[src/rtl/dsrb_pkg.sv]
// shared types, codes and sizes of the deduplicating sorted record builder
`default_nettype none

package dsrb_pkg;

  localparam int MAX_ITEMS = 64;
  localparam int AW        = $clog2(MAX_ITEMS);
  localparam int CNT_W     = $clog2(MAX_ITEMS + 1);

  localparam int ITEM_W    = 24;
  localparam int WORD_W    = 32;
  localparam int POS_W     = 6;
  localparam int ICNT_W    = 7;

  localparam logic [1:0] OP_ADD   = 2'd0;
  localparam logic [1:0] OP_FLUSH = 2'd1;
  localparam logic [1:0] OP_ZERO  = 2'd2;

  localparam logic [1:0] ST_ADDED = 2'd0;
  localparam logic [1:0] ST_DUP   = 2'd1;
  localparam logic [1:0] ST_FULL  = 2'd2;

  localparam logic KIND_STATUS  = 1'b0;
  localparam logic KIND_ELEMENT = 1'b1;

  typedef struct packed {
    logic              we;
    logic [AW-1:0]     waddr;
    logic [ITEM_W-1:0] wdata;
    logic              re;
    logic [AW-1:0]     raddr;
  } mem_req_t;

  typedef struct packed {
    logic              kind;
    logic [1:0]        status;
    logic [ITEM_W-1:0] item;
    logic [POS_W-1:0]  position;
    logic [ICNT_W-1:0] item_count;
    logic [WORD_W-1:0] customer;
    logic              customer_valid;
    logic [WORD_W-1:0] record;
    logic              last;
  } out_beat_t;

endpackage

`default_nettype wire

[src/rtl/dedup_sorted_record_builder.sv]
// top level of the deduplicating sorted record builder
//
// channel | direction | handshake          | payload
// in_     | input     | in_valid/in_stall   | op, item, customer id, record choice
// out_    | output    | out_valid/out_stall | add status or one flushed element
// cfg_    | input     | cfg_we              | emit_customer_id bit
//
// add: scans held entries below the new item (read, then compare), shifts each entry above the
//   insert point up (read, then write), writes the item; dup or full gives just the status beat
// flush: memory read, then output register load, per element; other ops act in the idle state
// input taken only when the sequencer is idle; a pending output beat does not block it
// out_stall holds the output register and stalls the step that wants to load it
// synchronous active-low reset clears count, counter and handshake state; no clearing pass
`default_nettype none

module dedup_sorted_record_builder (
  input  wire logic                            clk,
  input  wire logic                            rst_n,
  input  wire logic                            cfg_we,
  input  wire logic                            cfg_wdata,
  input  wire logic                            in_valid,
  output logic                                 in_stall,
  input  wire logic [1:0]                      in_op,
  input  wire logic [dsrb_pkg::ITEM_W-1:0]     in_item,
  input  wire logic [dsrb_pkg::WORD_W-1:0]     in_customer_id,
  input  wire logic                            in_use_given_record,
  input  wire logic [dsrb_pkg::WORD_W-1:0]     in_given_record,
  output logic                                 out_valid,
  input  wire logic                            out_stall,
  output logic                                 out_kind,
  output logic [1:0]                           out_status,
  output logic [dsrb_pkg::ITEM_W-1:0]          out_item,
  output logic [dsrb_pkg::POS_W-1:0]           out_position,
  output logic [dsrb_pkg::ICNT_W-1:0]          out_item_count,
  output logic [dsrb_pkg::WORD_W-1:0]          out_customer,
  output logic                                 out_customer_valid,
  output logic [dsrb_pkg::WORD_W-1:0]          out_record,
  output logic                                 out_last
);

  dsrb_pkg::mem_req_t            mem_req;
  logic [dsrb_pkg::ITEM_W-1:0]   mem_rdata;
  dsrb_pkg::out_beat_t           beat;

  dsrb_store u_store (
    .clk   (clk),
    .req   (mem_req),
    .rdata (mem_rdata)
  );

  dsrb_seq u_seq (
    .clk                 (clk),
    .rst_n               (rst_n),
    .cfg_we              (cfg_we),
    .cfg_wdata           (cfg_wdata),
    .in_valid            (in_valid),
    .in_stall            (in_stall),
    .in_op               (in_op),
    .in_item             (in_item),
    .in_customer_id      (in_customer_id),
    .in_use_given_record (in_use_given_record),
    .in_given_record     (in_given_record),
    .out_valid           (out_valid),
    .out_stall           (out_stall),
    .out_beat            (beat),
    .mem_req             (mem_req),
    .mem_rdata           (mem_rdata)
  );

  assign out_kind           = beat.kind;
  assign out_status         = beat.status;
  assign out_item           = beat.item;
  assign out_position       = beat.position;
  assign out_item_count     = beat.item_count;
  assign out_customer       = beat.customer;
  assign out_customer_valid = beat.customer_valid;
  assign out_record         = beat.record;
  assign out_last           = beat.last;

endmodule

`default_nettype wire

[src/rtl/dsrb_store.sv]
// item store with one read and one write port and registered read data
`default_nettype none

module dsrb_store (
  input  wire logic                      clk,
  input  wire dsrb_pkg::mem_req_t        req,
  output logic [dsrb_pkg::ITEM_W-1:0]    rdata
);

  logic [dsrb_pkg::ITEM_W-1:0] mem [dsrb_pkg::MAX_ITEMS];
  logic [dsrb_pkg::ITEM_W-1:0] rdata_r;

  always_ff @(posedge clk) begin
    if (req.we) begin
      mem[req.waddr] <= req.wdata;
    end
    if (req.re) begin
      rdata_r <= mem[req.raddr];
    end
  end

  assign rdata = rdata_r;

endmodule

`default_nettype wire

[src/rtl/dsrb_seq.sv]
// sequencer: scan, shift-insert, flush walk, counters and output register
`default_nettype none

module dsrb_seq (
  input  wire logic                            clk,
  input  wire logic                            rst_n,
  input  wire logic                            cfg_we,
  input  wire logic                            cfg_wdata,
  input  wire logic                            in_valid,
  output logic                                 in_stall,
  input  wire logic [1:0]                      in_op,
  input  wire logic [dsrb_pkg::ITEM_W-1:0]     in_item,
  input  wire logic [dsrb_pkg::WORD_W-1:0]     in_customer_id,
  input  wire logic                            in_use_given_record,
  input  wire logic [dsrb_pkg::WORD_W-1:0]     in_given_record,
  output logic                                 out_valid,
  input  wire logic                            out_stall,
  output dsrb_pkg::out_beat_t                  out_beat,
  output dsrb_pkg::mem_req_t                   mem_req,
  input  wire logic [dsrb_pkg::ITEM_W-1:0]     mem_rdata
);

  localparam logic [2:0] S_IDLE     = 3'd0;
  localparam logic [2:0] S_SCAN_RD  = 3'd1;
  localparam logic [2:0] S_SCAN_CMP = 3'd2;
  localparam logic [2:0] S_SHIFT_RD = 3'd3;
  localparam logic [2:0] S_SHIFT_WR = 3'd4;
  localparam logic [2:0] S_RESULT   = 3'd5;
  localparam logic [2:0] S_EMIT_RD  = 3'd6;
  localparam logic [2:0] S_EMIT_LD  = 3'd7;

  localparam logic [dsrb_pkg::CNT_W-1:0] FULL_CNT = dsrb_pkg::CNT_W'(dsrb_pkg::MAX_ITEMS);
  localparam logic [dsrb_pkg::CNT_W-1:0] ONE_CNT  = dsrb_pkg::CNT_W'(1);

  localparam logic [1:0] OP_ADD_C   = dsrb_pkg::OP_ADD;
  localparam logic [1:0] OP_FLUSH_C = dsrb_pkg::OP_FLUSH;
  localparam logic [1:0] OP_ZERO_C  = dsrb_pkg::OP_ZERO;

  logic [2:0]                     state_r, state_nxt;
  logic [dsrb_pkg::CNT_W-1:0]     count_r, count_nxt;
  logic [dsrb_pkg::WORD_W-1:0]    ctr_r, ctr_nxt;
  logic                           emit_r;
  logic                           out_valid_r, out_valid_nxt;

  logic [dsrb_pkg::CNT_W-1:0]     idx_r, idx_nxt;
  logic [dsrb_pkg::CNT_W-1:0]     pos_r, pos_nxt;
  logic [dsrb_pkg::CNT_W-1:0]     n_r, n_nxt;
  logic [1:0]                     status_r, status_nxt;
  logic [dsrb_pkg::ITEM_W-1:0]    item_r, item_nxt;
  logic [dsrb_pkg::WORD_W-1:0]    cust_r, cust_nxt;
  logic [dsrb_pkg::WORD_W-1:0]    rec_r, rec_nxt;
  dsrb_pkg::out_beat_t            out_r, out_nxt;

  logic [dsrb_pkg::WORD_W-1:0]    ctr_inc;
  logic [dsrb_pkg::CNT_W-1:0]     idx_dec;
  logic                           out_free;
  logic                           emit_last;

  assign ctr_inc   = ctr_r + dsrb_pkg::WORD_W'(1);
  assign idx_dec   = idx_r - ONE_CNT;
  assign out_free  = !out_valid_r || !out_stall;
  assign emit_last = (idx_r == (n_r - ONE_CNT));

  always_comb begin
    state_nxt     = state_r;
    count_nxt     = count_r;
    ctr_nxt       = ctr_r;
    out_valid_nxt = out_valid_r && out_stall;
    idx_nxt       = idx_r;
    pos_nxt       = pos_r;
    n_nxt         = n_r;
    status_nxt    = status_r;
    item_nxt      = item_r;
    cust_nxt      = cust_r;
    rec_nxt       = rec_r;
    out_nxt       = out_r;
    mem_req       = '0;

    unique case (state_r)
      S_IDLE: begin
        if (in_valid) begin
          item_nxt = in_item;
          case (in_op)
            OP_ADD_C: begin
              idx_nxt   = '0;
              state_nxt = S_SCAN_RD;
            end
            OP_FLUSH_C: begin
              if (count_r != '0) begin
                ctr_nxt   = ctr_inc;
                cust_nxt  = (in_customer_id == '0) ? ctr_inc : in_customer_id;
                rec_nxt   = in_use_given_record ? in_given_record : ctr_inc;
                n_nxt     = count_r;
                idx_nxt   = '0;
                state_nxt = S_EMIT_RD;
              end
            end
            OP_ZERO_C: begin
              ctr_nxt = '0;
            end
            default: ;
          endcase
        end
      end

      S_SCAN_RD: begin
        if (idx_r == count_r) begin
          // ran past every held entry: new item goes at the end unless the store is full
          pos_nxt = idx_r;
          if (count_r == FULL_CNT) begin
            status_nxt = dsrb_pkg::ST_FULL;
            state_nxt  = S_RESULT;
          end else begin
            idx_nxt   = count_r;
            state_nxt = S_SHIFT_RD;
          end
        end else begin
          mem_req.re    = 1'b1;
          mem_req.raddr = idx_r[dsrb_pkg::AW-1:0];
          state_nxt     = S_SCAN_CMP;
        end
      end

      S_SCAN_CMP: begin
        if (mem_rdata == item_r) begin
          status_nxt = dsrb_pkg::ST_DUP;
          state_nxt  = S_RESULT;
        end else if (mem_rdata > item_r) begin
          pos_nxt = idx_r;
          if (count_r == FULL_CNT) begin
            status_nxt = dsrb_pkg::ST_FULL;
            state_nxt  = S_RESULT;
          end else begin
            idx_nxt   = count_r;
            state_nxt = S_SHIFT_RD;
          end
        end else begin
          idx_nxt   = idx_r + ONE_CNT;
          state_nxt = S_SCAN_RD;
        end
      end

      S_SHIFT_RD: begin
        if (idx_r == pos_r) begin
          mem_req.we    = 1'b1;
          mem_req.waddr = pos_r[dsrb_pkg::AW-1:0];
          mem_req.wdata = item_r;
          count_nxt     = count_r + ONE_CNT;
          status_nxt    = dsrb_pkg::ST_ADDED;
          state_nxt     = S_RESULT;
        end else begin
          mem_req.re    = 1'b1;
          mem_req.raddr = idx_dec[dsrb_pkg::AW-1:0];
          state_nxt     = S_SHIFT_WR;
        end
      end

      S_SHIFT_WR: begin
        // move the entry below up by one; read and write never hit the same entry
        mem_req.we    = 1'b1;
        mem_req.waddr = idx_r[dsrb_pkg::AW-1:0];
        mem_req.wdata = mem_rdata;
        idx_nxt       = idx_dec;
        state_nxt     = S_SHIFT_RD;
      end

      S_RESULT: begin
        if (out_free) begin
          out_nxt        = '0;
          out_nxt.kind   = dsrb_pkg::KIND_STATUS;
          out_nxt.status = status_r;
          out_nxt.last   = 1'b1;
          out_valid_nxt  = 1'b1;
          state_nxt      = S_IDLE;
        end
      end

      S_EMIT_RD: begin
        mem_req.re    = 1'b1;
        mem_req.raddr = idx_r[dsrb_pkg::AW-1:0];
        state_nxt     = S_EMIT_LD;
      end

      S_EMIT_LD: begin
        if (out_free) begin
          out_nxt.kind           = dsrb_pkg::KIND_ELEMENT;
          out_nxt.status         = dsrb_pkg::ST_ADDED;
          out_nxt.item           = mem_rdata;
          out_nxt.position       = dsrb_pkg::POS_W'(idx_r);
          out_nxt.item_count     = dsrb_pkg::ICNT_W'(n_r);
          out_nxt.customer       = cust_r;
          out_nxt.customer_valid = emit_r;
          out_nxt.record         = rec_r;
          out_nxt.last           = emit_last;
          out_valid_nxt          = 1'b1;
          if (emit_last) begin
            count_nxt = '0;
            state_nxt = S_IDLE;
          end else begin
            idx_nxt   = idx_r + ONE_CNT;
            state_nxt = S_EMIT_RD;
          end
        end
      end

      default: begin
        state_nxt = S_IDLE;
      end
    endcase
  end

  always_ff @(posedge clk) begin
    if (!rst_n) begin
      state_r     <= S_IDLE;
      count_r     <= '0;
      ctr_r       <= '0;
      emit_r      <= 1'b1;
      out_valid_r <= 1'b0;
    end else begin
      state_r     <= state_nxt;
      count_r     <= count_nxt;
      ctr_r       <= ctr_nxt;
      out_valid_r <= out_valid_nxt;
      if (cfg_we) begin
        emit_r <= cfg_wdata;
      end
    end
  end

  always_ff @(posedge clk) begin
    idx_r    <= idx_nxt;
    pos_r    <= pos_nxt;
    n_r      <= n_nxt;
    status_r <= status_nxt;
    item_r   <= item_nxt;
    cust_r   <= cust_nxt;
    rec_r    <= rec_nxt;
    out_r    <= out_nxt;
  end

  assign in_stall  = (state_r != S_IDLE);
  assign out_valid = out_valid_r;
  assign out_beat  = out_r;

  a_count_bound: assert property (@(posedge clk) disable iff (!rst_n)
    count_r <= FULL_CNT)
    else $error("held count above store depth");

  a_shift_not_full: assert property (@(posedge clk) disable iff (!rst_n)
    (state_r == S_SHIFT_RD || state_r == S_SHIFT_WR) |-> (count_r < FULL_CNT))
    else $error("shift started on a full store");

  a_emit_in_range: assert property (@(posedge clk) disable iff (!rst_n)
    (state_r == S_EMIT_RD || state_r == S_EMIT_LD) |-> (idx_r < n_r && n_r != '0))
    else $error("flush walk outside held entries");

  a_flush_empties: assert property (@(posedge clk) disable iff (!rst_n)
    (state_r == S_EMIT_LD && out_free && emit_last) |=>
      (count_r == '0 && state_r == S_IDLE && out_valid_r && out_r.last))
    else $error("final flush beat did not empty the store");

endmodule

`default_nettype wire
[config.mk]
export PLATFORM = sky130hd
export DESIGN_NAME = dedup_sorted_record_builder
export DESIGN_NICKNAME = d
export VERILOG_FILES = /design/src/rtl/dsrb_pkg.sv /design/src/rtl/dedup_sorted_record_builder.sv /design/src/rtl/dsrb_store.sv /design/src/rtl/dsrb_seq.sv
export SDC_FILE = /design/constraint.sdc
export NUM_CORES = 2
export LEC_CHECK = 0
export BUFFER_PORTS_ARGS = -buffer_cell sky130_fd_sc_hd__buf_4
export CAP_MARGIN = 20
export CORE_MARGIN = 5
export CORE_UTILIZATION = 51
export CTS_BUF_LIST = sky130_fd_sc_hd__clkbuf_16
export CTS_CLUSTER_DIAMETER = 80
export CTS_CLUSTER_SIZE = 28
export DETAILED_ROUTE_END_ITERATION = 10
export HOLD_SLACK_MARGIN = 0.03
export PLACE_DENSITY_LB_ADDON = 0.12
export SLEW_MARGIN = 20
export SYNTH_ARGS = -nofsm -noshare
export SYNTH_HDL_FRONTEND = slang
export SYNTH_SLANG_ARGS = --single-unit
[constraint.sdc]
create_clock -name clk -period 8.45 [get_ports clk]
set_input_delay 0.4225 -clock clk [delete_from_list [all_inputs] [get_ports clk]]
set_output_delay 0.4225 -clock clk [all_outputs]
set_load 0.02 [all_outputs]
## Yosys cells after proc, flatten, opt, wreduce, memory -nomap -nowiden

Memory sizes are Yosys's and may differ from the RTL's. A register that Yosys moved wholly into a read port is not among the register bits.
Cells that the tools add are included.

| word-level totals | value |
|---|---|
| logic and storage cells | 132 |
| memories kept | 1 |
| output and inout bits | 108 |
| RAM bits | 1536 |
| register bits | 261 |
| bits of input ports | 97 |

| operators by class | value |
|---|---|
| magnitude comparators | 1 |
| reduce and logical (&&, ||, !) cells | 25 |
| equal/unequal tests | 27 |
| multiplexer cells | 52 |
| add/sub/neg operators | 5 |

Memory list:

| name | words | width | rd ports | clocked after memory_dff | write ports | RTL line | RTL |
|---|---|---|---|---|---|---|---|
| u_store.mem | 64 | 24 | 1 | 1 | 1 | dsrb_store.sv:10 | `logic [dsrb_pkg::ITEM_W-1:0] mem [dsrb_pkg::MAX_ITEMS];` |

Operator list:

| kind | count |
|---|---|
| 2-to-1 mux 106 bit | 2 |
| one-hot mux 106 bit (2 select lines) | 1 |
| 2-to-1 mux 7 bit | 16 |
| 2-to-1 mux 32 bit | 3 |
| one-hot mux 32 bit (2 select lines) | 1 |
| one-hot mux 31 bit (2 select lines) | 1 |
| one-hot mux 7 bit (2 select lines) | 3 |
| one-hot mux 7 bit (5 select lines) | 1 |
| adder 32 x 1 -> 32 bit, second input constant | 1 |
| zero test 32 bit | 1 |
| 2-to-1 mux 31 bit | 1 |
| 2-to-1 mux 3 bit | 9 |
| equality test 24 bit | 1 |
| > comparator 24 bit | 1 |
| one-hot mux 3 bit (8 select lines) | 1 |
| equality test 7 bit | 3 |
| one-hot mux 7 bit (3 select lines) | 1 |
| AND reduction 4 bit | 5 |
| adder 7 x 1 -> 7 bit, second input constant | 2 |
| != test 2 x 1 -> 1 bit, second input constant | 7 |
| subtractor 7 x 1 -> 7 bit, second input constant | 2 |
| equality test 3 bit, second input constant | 4 |
| 2-to-1 mux 2 bit | 5 |
| AND reduction 8 bit | 1 |
| other kinds (25) | 37 |

## Longest topological paths before layout

| logic depth | value |
|---|---|
| depth after elaboration | 5 |
| gate-level depth with buffers | 14 |
| gate-level depth less buffers | 11 |

## Modules after synthesis

A second synthesis with hierarchy kept.

| unflattened totals | value |
|---|---|
| cells, all modules | 3684 |
| area total of the unflattened synthesis | 72158.0 µm² |

By module, submodules not included:

| module | sequential area each (µm²) | times used | cells an instance | area each (µm²) |
|---|---|---|---|---|
| dsrb_store | 46844.9 | 1 | 2610 | 59535.8 |
| dsrb_seq | 7397.1 | 1 | 1074 | 12622.1 |

## Worst setup path before layout

OpenSTA, ideal clock, no wires.

| timing | value |
|---|---|
| path type | register to register |
| from | register u_seq.state_r[2] |
| to | register u_seq.out_r (netlist bit u_seq.out_beat[0]), enable pin |
| library setup time | 0.606 ns |
| cell stages (with the launch flop) | 5 |
| path slack | 1.841 ns |
| arrival | 6.003 ns |
| cells stage by stage | dfxtp_1 buf_2 clkbuf_1 nand2_1 a21oi_1 |

| on the way | value |
|---|---|
| word-level cells in the longest chain between the ends | 3 |
| elaborated cells on any way between the ends | 6 |
| classes of those cells | 4 x eq/ne; 2 x reduce/logical |

RTL lines:

| element | RTL line | RTL |
|---|---|---|
| from (decl) | dsrb_seq.sv:39 | `logic [2:0] state_r, state_nxt;` |
| from (signal assigned) | dsrb_seq.sv:220 | `state_r <= state_nxt;` |
| equality test 3 bit | dsrb_seq.sv:79 | `unique case (state_r)` |
| != test 2 x 1 -> 1 bit (no source line) / nonzero test 2 bit (equally long branches) | -- |  |
| AND reduction 3 bit (no source line) (*) | -- |  |
| to (signal assigned) | dsrb_seq.sv:238 | `out_r <= out_nxt;` |
| to (decl) | dsrb_seq.sv:52 | `dsrb_pkg::out_beat_t out_r, out_nxt;` |

Mark *: on every way between the ends. The rest lies on a longest branch, timed or not.
A chain may end at the register's enable or synchronous reset.

## Worst setup path after layout

| timing | value |
|---|---|
| from | register u_seq.idx_r[2] (netlist name) |
| to | register u_store.rdata_r (netlist bit u_store.rdata[1]) (read register of u_store.mem) (data pin) |

| on the way | value |
|---|---|
| word-level cells in the longest chain between the ends | 3 |
| elaborated cells on any way between the ends | 6 |
| classes of those cells | 1 x add/sub; 2 x eq/ne; 3 x mux |

RTL lines:

| element | RTL line | RTL |
|---|---|---|
| from (decl) | dsrb_seq.sv:45 | `logic [dsrb_pkg::CNT_W-1:0] idx_r, idx_nxt;` |
| from (signal assigned) | dsrb_seq.sv:231 | `idx_r <= idx_nxt;` |
| subtractor 7 x 1 -> 7 bit (tied with other cells) | dsrb_seq.sv:60 | `assign idx_dec = idx_r - ONE_CNT;` |
| 2-to-1 mux 7 bit, on equally long branches | dsrb_seq.sv:144, dsrb_seq.sv:107 |  |
| one-hot mux 7 bit (3 select lines) (*) | dsrb_seq.sv:79 |  |
| to (decl) | dsrb_store.sv:11 | `logic [dsrb_pkg::ITEM_W-1:0] rdata_r;` |

Marked as above.

==> results.cfg <==
[clock_network]
numCtsBuffers = 86
clock_latency_ns = 0.73
cts.reportedPaths.clkPinSlew_ns = 0.10
cts_root_buf = clkbuf_16
cts_resized = 0
cts_tree = done
htreeDepth = 3
postCtsSetupRepairBufs = 0
cts.sinks = 1821
clockBufferDepth = 3

[setup_path]
r2r_slack_ns = 2.07
worst_setup_path_end_kind = register
start_kind = register
r2r_start = u_seq.idx_r[2]
crit_path_start = u_seq.idx_r[2]
worstSetupPathType = reg -> reg
cp_data_arrival_time_ns = 6.98
critical_path.max_fanout = 91
cp.required_ns = 9.05
r2r_end = u_store.rdata[1]
r2r_cells = 11

[sta]
fin_crit_ns = 6.38
setup_ws_ns = 2.07
timing.fmax_mhz = 157
clock_skew_ns = 0.0287
worst_pin_slew_ns = 1.25
setup_viol_count_final = 0
hold_viol = 0
finalCritPeriodShare_pct = 75.5
final_max_slew_viol_count = 0
worst_slew_margin_rel_pct = 16.4
setup-tns-final_ns = 0
rsz0062_at_grt = no

[yosys]
synth_common_cells = edfxtp_1 (1777), nand2_1 (1308), nand3_1 (686)
synthFlopType = edfxtp_1
synth_area_sq_um = 73900
synth_area_per_cell_sq_um = 13.2
synth.most_common_cell = edfxtp_1
synth_top_family_by_area = simple AND/OR/NAND/NOR gates
synth_edf_count = 1777
synth_largest_area_cell = edfxtp_1
synth-seq-cells = 1821
async_reset_ff_share_pct = 0
synthXorXnorAreaFrac_pct = 0.735
synth_nets = 5736
synthCells = 5608
synth-adder-area-share_pct = 0.535
yosysSeqAreaShare_pct = 73.4
ys_warn_count = 0
synthSimpleGateAreaFrac_pct = 15.1
yosysTopAreaCellShare_pct = 72.2
synth_compound_area_share_pct = 6.70
synthMuxAreaShare_pct = 1.02
synthTopCellsByArea = edfxtp_1 (72%), nand2_1 (6.6%), nand3_1 (4.6%)
ys_types = 75

[min_path]
hold_path_class = in -> reg
hold_depth = 3
holdPathEnd = u_seq.rec_r[21]
hold_start = in_given_record[21]

[drt]
drc = 0
via_count = 47500
viasPerCell = 6.15
ant_nets = 0
wl_mm = 214
drtIter0Drc = 5653
dr.pass1.iters = 6
drt-wirelength-per-cell_um = 27.7

[placement]
placement.io_buffers = 204
place_ws_ns = 2.25
dpl.hpwl_mm = 121
place.gp.congestion = 0.955

[grt]
grt_pass1_vias = 44700
grt_pass1_wl_mm = 310
grt_max_degree = 214
grt.total_usage_pct = 27.4
grt_antenna_before_repair = 7
grt-ovfl-total = 0

[finish]
nNetsFinal = 5896
fill_cells = 11500
drive_above_1_share_pct = 11.0
area_growth_pct = 10.4

[power_and_ir_drop]
power_uw = 23400
cellPowerDensity_nw_per_um2 = 286
vdd_ir_drop_max_uv = 223
p_leak_uw = 0.0276

[die]
dieArea_sq_um = 153000
pin_count = 205
rows = 139
die_x_um = 391
start_util_pct = 51.4
die_h_um = 391
core_area_sq_um = 144000

[run]
max_cap_viol_count = 0

[outcome]
status = completed
-- worst max-delay path, cell delays in order, from the launching register on --
cell and delay [ns]:
edfxtp_1 0.87, xor2_1 0.16, or3_1 0.44, o2111ai_1 0.60, and3_4 0.69, buf_4 0.82, buf_4 0.92, nand2_1 0.14
nand3_1 0.13, nand3_1 0.09, a41oi_1 1.00, a221o_1 0.24
-- area by class of cell --
cell class                 count  area, sq um  share of cell area (%)
antenna                        3         7.51                 0.00920
sequential                  1821        54200                    66.5
timing repair buffer         445         3690                    4.53
clock buffer                  90         2250                    2.76
tap                         1903         2380                    2.92
clock inverter                53          554                   0.680
multi-input combinational   3351        18200                    22.3
inverter                      63          238                   0.291
-- per-stage QoR --
stage                     utilization [%]  cell area, sq um  hold slack [ns]  std cells
after detailed placement             54.1             77900            0.457       7495
after global placement               54.0             77700            0.456       7491
final                                56.7             81600           0.0840       7729
after CTS                            56.7             81500           0.0397       7726
after floorplan                         -             73900            0.403       5608
after global routing                 56.7             81600           0.0784       7727
-- flip-flops by register name, indices dropped and copies added, names as in the netlist, 24 cells and up --
name / count
u_seq.out_beat: 106
u_store.mem: 1536
u_seq.cust_r: 32
u_store.rdata: 24
u_seq.rec_r: 32
u_seq.ctr_r: 32
u_seq.item_r: 24
-- what timing repair did --
item | CTS | global route
hold buffers | 88 | 0
hold endpoints to repair | 88 | 0
endpoints found under the setup margin | 0 | 0
-- layout by cell type, fill, tap and decap left out, drive strengths merged, types with 90 or more instances in the layout --
| master | n |
|---|---|
| inv | 94 |
| nand3 | 686 |
| nor2 | 165 |
| nand2 | 1310 |
| buf | 357 |
| edfxtp | 1777 |
| and2 | 106 |
| a211oi | 117 |
| clkbuf | 90 |
| a31oi | 122 |
| and3 | 128 |
-- metal layers --
layer / part of all wire [%] / track usage [%]
met1: 41 / 38.7
met4: 4.8 / 12.0
met3: 9.2 / 5.18
met5: 0.0061 / 0
met2: 45 / 42.2
-- worst max-delay path by stage --
stage | to | slack (ns) | cells past startpoint
finish | u_store.rdata[1] | 2.07 | 11
global route | u_store.rdata[3] | 1.89 | 11
CTS | u_store.rdata[10] | 2.23 | 11
detailed placement | u_store.rdata[10] | 2.25 | 11
global placement | u_store.rdata[8] | 1.86 | 11
floorplan | u_seq.out_beat[0] | 1.84 | 4
-- report_power, final --
part	leakage, uW	internal, uW	switching, uW	total, uW
logic	0.00982	1930	5340	7270
registers	0.0164	10700	380	11100
clock network	0.00142	2100	2940	5040
total	0.0276	14700	8660	23400
-- cell families after synthesis --
| logic type | after synthesis |
|---|---|
| and+or+nand+nor | 2502 |
| xor gates and xnor gates | 62 |
| buffers and inverters | 436 |
| adders and majority gates | 31 |
| AOI/OAI and AO/OA | 683 |
| muxes | 73 |
| DFF | 1821 |
(Power assumes the default switching activity.)
